$ cat config.mk
export PLATFORM = sky130hd
export DESIGN_NAME = afifo_front
export DESIGN_NICKNAME = d
export VERILOG_FILES = /design/src/afifo_pkg.sv /design/src/afifo_front.sv
export SDC_FILE = /design/constraint.sdc
export NUM_CORES = 1
export LEC_CHECK = 0
export ABC_AREA = 1
export BUFFER_PORTS_ARGS = -buffer_cell sky130_fd_sc_hd__buf_4
export CAP_MARGIN = 10
export CORE_MARGIN = 2
export CORE_UTILIZATION = 52
export DETAILED_ROUTE_END_ITERATION = 8
export GPL_TIMING_DRIVEN = 1
export PLACE_DENSITY = 0.79
export SLEW_MARGIN = 20
export SYNTH_ARGS = -nofsm -noshare
export SYNTH_HDL_FRONTEND = slang
export SYNTH_SLANG_ARGS = --single-unit
$ cat constraint.sdc
create_clock -name clk -period 8.2 [get_ports clk]
set_input_delay 0.82 -clock clk [delete_from_list [all_inputs] [get_ports clk]]
set_output_delay 0.82 -clock clk [all_outputs]
set_load 0.01 [all_outputs]
$ cat src/afifo_pkg.sv
package afifo_pkg;

  // Fixed frame geometry of the ports.
  localparam int LANES    = 8;
  localparam int SAMPLE_W = 16;
  localparam int OCC_W    = 11;
  localparam int STAT_W   = 64;
  localparam int GEN_W    = 32;

  // Register file geometry.
  localparam int CFG_IDX_W  = 2;
  localparam int CFG_DATA_W = 11;
  localparam int CHAN_W     = 4;
  localparam int FRAMES_W   = 11;

  // Register indexes.
  localparam logic [CFG_IDX_W-1:0] CFG_CHANNEL_COUNT = 2'd0;
  localparam logic [CFG_IDX_W-1:0] CFG_FRAMES_IN_USE = 2'd1;

  // Register reset values.
  localparam int FRAMES_RST = 1024;

  // Operation codes.
  localparam logic [1:0] OP_WRITE = 2'd0;
  localparam logic [1:0] OP_READ  = 2'd1;
  localparam logic [1:0] OP_FLUSH = 2'd2;
  localparam logic [1:0] OP_STAT  = 2'd3;

  // Statistic selections.
  localparam logic [2:0] STAT_WRITTEN  = 3'd0;
  localparam logic [2:0] STAT_READ     = 3'd1;
  localparam logic [2:0] STAT_OVERRUN  = 3'd2;
  localparam logic [2:0] STAT_UNDERRUN = 3'd3;
  localparam logic [2:0] STAT_GEN      = 3'd4;

  typedef logic [LANES-1:0][SAMPLE_W-1:0] frame_t;

  // One decoded command, passed from the front end to the back end.
  typedef struct packed {
    logic       is_write;
    logic       is_read;
    logic       is_flush;
    logic       is_stat;
    frame_t     samples;
    logic       pad_req;
    logic [2:0] stat_select;
  } cmd_t;

endpackage

$ cat src/afifo_front.sv
module afifo_front import afifo_pkg::*; (
  input  logic          clk,
  input  logic          rst_n,
  input  logic          start,
  output logic          busy,
  input  logic [1:0]    in_operation,
  input  frame_t        in_samples,
  input  logic          in_pad_req,
  input  logic [2:0]    in_stat_select,
  output logic          cmd_valid,
  output cmd_t          cmd
);

  localparam int QDEPTH = 2;

  cmd_t       q_r [QDEPTH];
  logic       wr_ptr_r;
  logic       wr_ptr_nxt;
  logic       rd_ptr_r;
  logic       rd_ptr_nxt;
  logic [1:0] count_r;
  logic [1:0] count_nxt;
  logic       push;
  logic       pop;
  cmd_t       decoded;

  // Classify the incoming item by its operation code.
  always_comb begin
    decoded             = '0;
    decoded.samples     = in_samples;
    decoded.pad_req     = in_pad_req;
    decoded.stat_select = in_stat_select;
    unique case (in_operation)
      OP_WRITE: decoded.is_write = 1'b1;
      OP_READ:  decoded.is_read  = 1'b1;
      OP_FLUSH: decoded.is_flush = 1'b1;
      OP_STAT:  decoded.is_stat  = 1'b1;
      default:  decoded.is_stat  = 1'b1;
    endcase
  end

  // The back end takes one command every cycle, so the queue drains whenever it holds one.
  assign busy      = (count_r == 2'(QDEPTH));
  assign push      = start && !busy;
  assign pop       = (count_r != 2'd0);
  assign cmd_valid = pop;
  assign cmd       = q_r[rd_ptr_r];

  // Queue pointers and fill level.
  always_comb begin
    wr_ptr_nxt = push ? ~wr_ptr_r : wr_ptr_r;
    rd_ptr_nxt = pop ? ~rd_ptr_r : rd_ptr_r;
    count_nxt  = count_r + {1'b0, push} - {1'b0, pop};
  end

  always_ff @(posedge clk) begin
    if (!rst_n) begin
      wr_ptr_r <= 1'b0;
      rd_ptr_r <= 1'b0;
      count_r  <= 2'd0;
    end else begin
      wr_ptr_r <= wr_ptr_nxt;
      rd_ptr_r <= rd_ptr_nxt;
      count_r  <= count_nxt;
    end
  end

  // Queue storage; payload needs no reset.
  always_ff @(posedge clk) begin
    if (push) begin
      q_r[wr_ptr_r] <= decoded;
    end
  end

endmodule

# == Word level (Yosys, flattened, before mapping) ==
# Memory sizes are Yosys's and may differ from the RTL's. A register that Yosys moved wholly into a read port is not among the register bits.
# Index checks and enable logic that the tools add are counted.
# totals
mem_bits_rw,272
word_cells,24
out_inout_bits,138
inputBits,137
mem_count,1
reg_bits,4
# op_classes
n_bitwise,2
n_reduce_logical,4
addsub,2
n_mux,8
eq_ne,4
# memory_table
memory,depth,width,rd,rd_ports_with_merged_regs,wr,line_no,text
q_r,2,136,1,1,1,afifo_front.sv:16,cmd_t q_r [QDEPTH];
# ops
cell,n
1-bit two-way mux,8
2-bit == test (second input constant),3
2-bit by 1-bit adder with 2-bit output,1
2-bit by 1-bit == test with 1-bit output (second input constant),1
2-bit logical NOT,1
1-bit NOT,2
2-bit nonzero test,1
2-bit by 1-bit subtractor with 2-bit output,1
1-bit logical AND,1
1-bit logical NOT,1

# == Logic depth before layout (Yosys ltp) ==
# depth
depth_word,5
depth_mapped,5

# == Worst setup path after synthesis ==
# Ideal clock, no wire load.
# synth_path
path_kind,input port to flip-flop
start,input start
end,memory q_r[0][0] (netlist name) (enable)
stages,2
n_path_buf,0
t_arrival_ps,6554
setup_time_ps,635
slack_ps,1011
cell_sequence,nand2_1 nor2_1
# synth_between
elab_chain_cells,3
# synth_lines
item,line_no,text
start: declaration,afifo_front.sv:4,"input logic start,"
1-bit logical AND,afifo_front.sv:44,assign push = start && !busy;
1-bit two-way mux,afifo_front.sv:70,if (push) begin
1-bit two-way mux (implied by the code),afifo_front.sv:71,q_r[wr_ptr_r] <= decoded;
end: declaration,afifo_front.sv:16,
# No other way between the ends.

==> summary.md <==
| Metric | Value |
|---|---|
| Layout Skew | 7.65 ps |
| Worst skew pair latency | 510 ps |
| Final antenna-violating net count | 0 |
| Max VDD drop | 0.203 mV |
| Pins Over Slew Limit | 0 |
| DR WL/cell | 18.9 microns |
| Net Switching | 0.645 mW |
| Vias in the first global route | 5,429 |
| RSZ-0062 raised after global routing | no |
| Combinational share of power | 10.6% |
| Multiplexer share of the synthesized area | 16.5% |
| CP Launch Type | register |
| CTS Hold Buffers Added | 0 |
| Clock sink count | 277 |
| Setup Crit Path Kind | register to output pin |
| Post-CTS resize count | 0 |
| Final Util | 68.9% |
| Hold_sp | count_r[1] |
| Register share of total power | 53.7% |
| Average size of a mapped cell | 22.4 sq um |
| YS warnings | 0 |
| Layout cell share with drive strength beyond 1 | 58.7% |
| CTS Buf Count | 28 |
| Most used cell, CP | buf_4 |
| Total grt overflow | 0 |
| First-pass GRT wire length | 28,000 microns |
| Crit path cell chain | buf_4, mux2_2, buf_4 |
| FMAX | 296 MHz |
| Min-delay worst type | register to register |
| P per Cell Area | 233 nW/um^2 |
| Slowest stage delay, CP | 710 ps |
| Ant. Diodes | 0 |
| Cell area after synthesis | 10,200 sq um |
| Final RePlAce weighted congestion | 0.766 |
| Max-cap violations | 0 |
| Rel. slew slack | 27.2% |
| IO Pins | 275 |
| Commonest non-fill, non-tap cell in the layout | buf_4 |
| Post-Synth XOR/XNOR Area | 0% |
| Final WL | 19,600 microns |
| H-tree depth | 1 |
| Switching share of total power | 20.8% |
| Row count | 51 |
| Clock transition at path regs | 60 ps |
| Die Height | 144 microns |
| Vias | 5,198 |
| CP max-delay cell | dfxtp_4 |
| Total GRT Usage | 17.6% |
| Setup tns final | 0 ps |
| Final Hold Fails | 0 |
| CTS tree | yes |
| Synth Area in Simple Gates | 0.615% |
| Reg-to-reg slack, setup | 5660 ps |
| Root buf cell | clkbuf_16 |
| Nets | 887 |
| Starting density of the core | 52.6% |
| Final instance area | 13,300 sq um |
| Synth cell types | 14 |
| Critical path buffers and inverters | 2 |
| Die Width | 144 microns |
| CP Data Required Time | 7380 ps |
| Fin crit period | 3380 ps |
| Port buffer count | 274 |
| Worst EP arrival | 2560 ps |
| Core Area | 19,300 sq um |
| Crit. End Element | output pin |
| DP Area | 12,500 sq um |
| Hold EP | count_r[1] |
| Crit-path max FO | 54 |
| DR vias/cell | 5.04 |
| Post-synthesis compound-gate area fraction | 0.172% |
| Hpwl dp | 13,000 microns |
| Status | finished clean |
| Sequential share of the synthesized area | 81.3% |
| CTS Buffer Depth | 3 |
| DRC | 0 |
| LEAKAGE | 5.07 nW |
| Reg2reg start | count_r[0] |
| Tcrit/Tclk final | 41.2% |
| Clk pwr share | 35.7% |
| Hold Path Depth | 2 |
| Main combinational cell family by area after synthesis | multiplexers |
| Pint | 2.46 mW |
| Crit path max-delay family | buffers and inverters |
| Post-CTS Setup Inserts | 0 |
| Final setup viols | 0 |
| DR iter-0 viols | 278 |
| Antenna violations before repair | 0 |
| Most frequent cells in the layout | buf_4 (279), edfxtp_1 (272), mux2_2 (96), mux2_4 (40), clkbuf_16 (29) |
| Worst R2R Path Depth | 5 |
| Drt pass-1 iters | 4 |
| #FFs+latches synth | 277 |
| Reg2Reg Capture Point | q_r[1][75] |
| Die area | 20,700 sq um |
| Syn_nets | 592 |
| Slew of the pin with the lowest slew margin | 1090 ps |
| Synthesis-to-layout area growth | 31.0% |
| Adder-cell share of the synthesized area | 0% |
| Largest net degree at the start of global routing | 82 |
| Mapped Cells | 455 |
-- how the worst max path moves through the flow --
| stage | startpoint | to | slack, ps | depth (start not counted) |
|---|---|---|---|---|
| 5_1_grt | register | cmd[54] | 4680 | 3 |
| 2_1_floorplan | start | q_r[0][0] | 1010 | 2 |
| 6_report | register | cmd[54] | 4820 | 3 |
| 3_3_place_gp | start | q_r[1][76] | 5300 | 4 |
| 3_5_place_dp | start | q_r[1][79] | 5240 | 4 |
| 4_1_cts | register | cmd[68] | 4760 | 3 |
-- worst register-to-register path, cell delays in order (launching register included) --
cell     delay, ps
dfxtp_1        330
inv_1           70
nand2_1        110
nand3_1        180
inv_6          430
buf_4          920
-- metal layers --
metal  GRT usage (%)  up-vias  wire length (microns)
met2            31.2      231                  10000
met4            6.19        0                    562
met5               0        -                      0
met1            21.1     2547                   7310
li1                -     2376                      -
met3            4.43       44                   1660
-- through the flow --
stage / std cells / hold WS (ps) / setup WS [ps] / power (mW)
floorplan: 455 / 449 / 1010 / 1.85
global placement: 984 / 457 / 5300 / 2.01
detailed placement: 984 / 474 / 5240 / 2.03
CTS: 1031 / 462 / 4760 / 3.13
global route: 1032 / 460 / 4680 / 3.22
finish: 1032 / 474 / 4820 / 3.10
-- Yosys cell counts --
cell | n | area, sq um
mux2_2 | 96 | 1080
nand2_1 | 5 | 18.8
buf_6 | 6 | 67.6
a21oi_1 | 1 | 5.00
dfxtp_1 | 5 | 100
mux2_4 | 40 | 601
nor3_1 | 1 | 5.00
edfxtp_1 | 272 | 8170
buf_2 | 9 | 45.0
o21ai_0 | 1 | 5.00
inv_1 | 8 | 30.0
nand3_1 | 1 | 5.00
o21a_1 | 1 | 7.51
nor2_1 | 9 | 33.8
-- area by class of cell --
type | instances | area [sq um]
multi-input combinational | 155 | 1770
clock inverter | 15 | 58.8
clock buffer | 32 | 737
fill | 1232 | 6010
timing repair buffer | 280 | 2120
sequential | 277 | 8270
inverter | 8 | 35.0
tap | 265 | 332
-- registers in the layout, indices dropped and copies added, names as in the netlist, named ones only --
register and cells:
count_r 2, q_r 272, rd_ptr_r 1, wr_ptr_r 1
-- kinds of logic after synthesis --
kind of cell	Yosys count
and+or+nand+nor	16
muxes	136
DFF	277
buffers and inverters	23
AOI/OAI and AO/OA	3
-- power groups by stage --
stage / clock network, mW / registers, mW / logic (mW)
after floorplan: 0 / 1.69 / 0.161
after global placement: 0 / 1.69 / 0.321
after detailed placement: 0 / 1.70 / 0.331
after CTS: 1.14 / 1.67 / 0.332
after global routing: 1.20 / 1.67 / 0.352
final: 1.11 / 1.66 / 0.330
(Power assumes the default switching activity.)
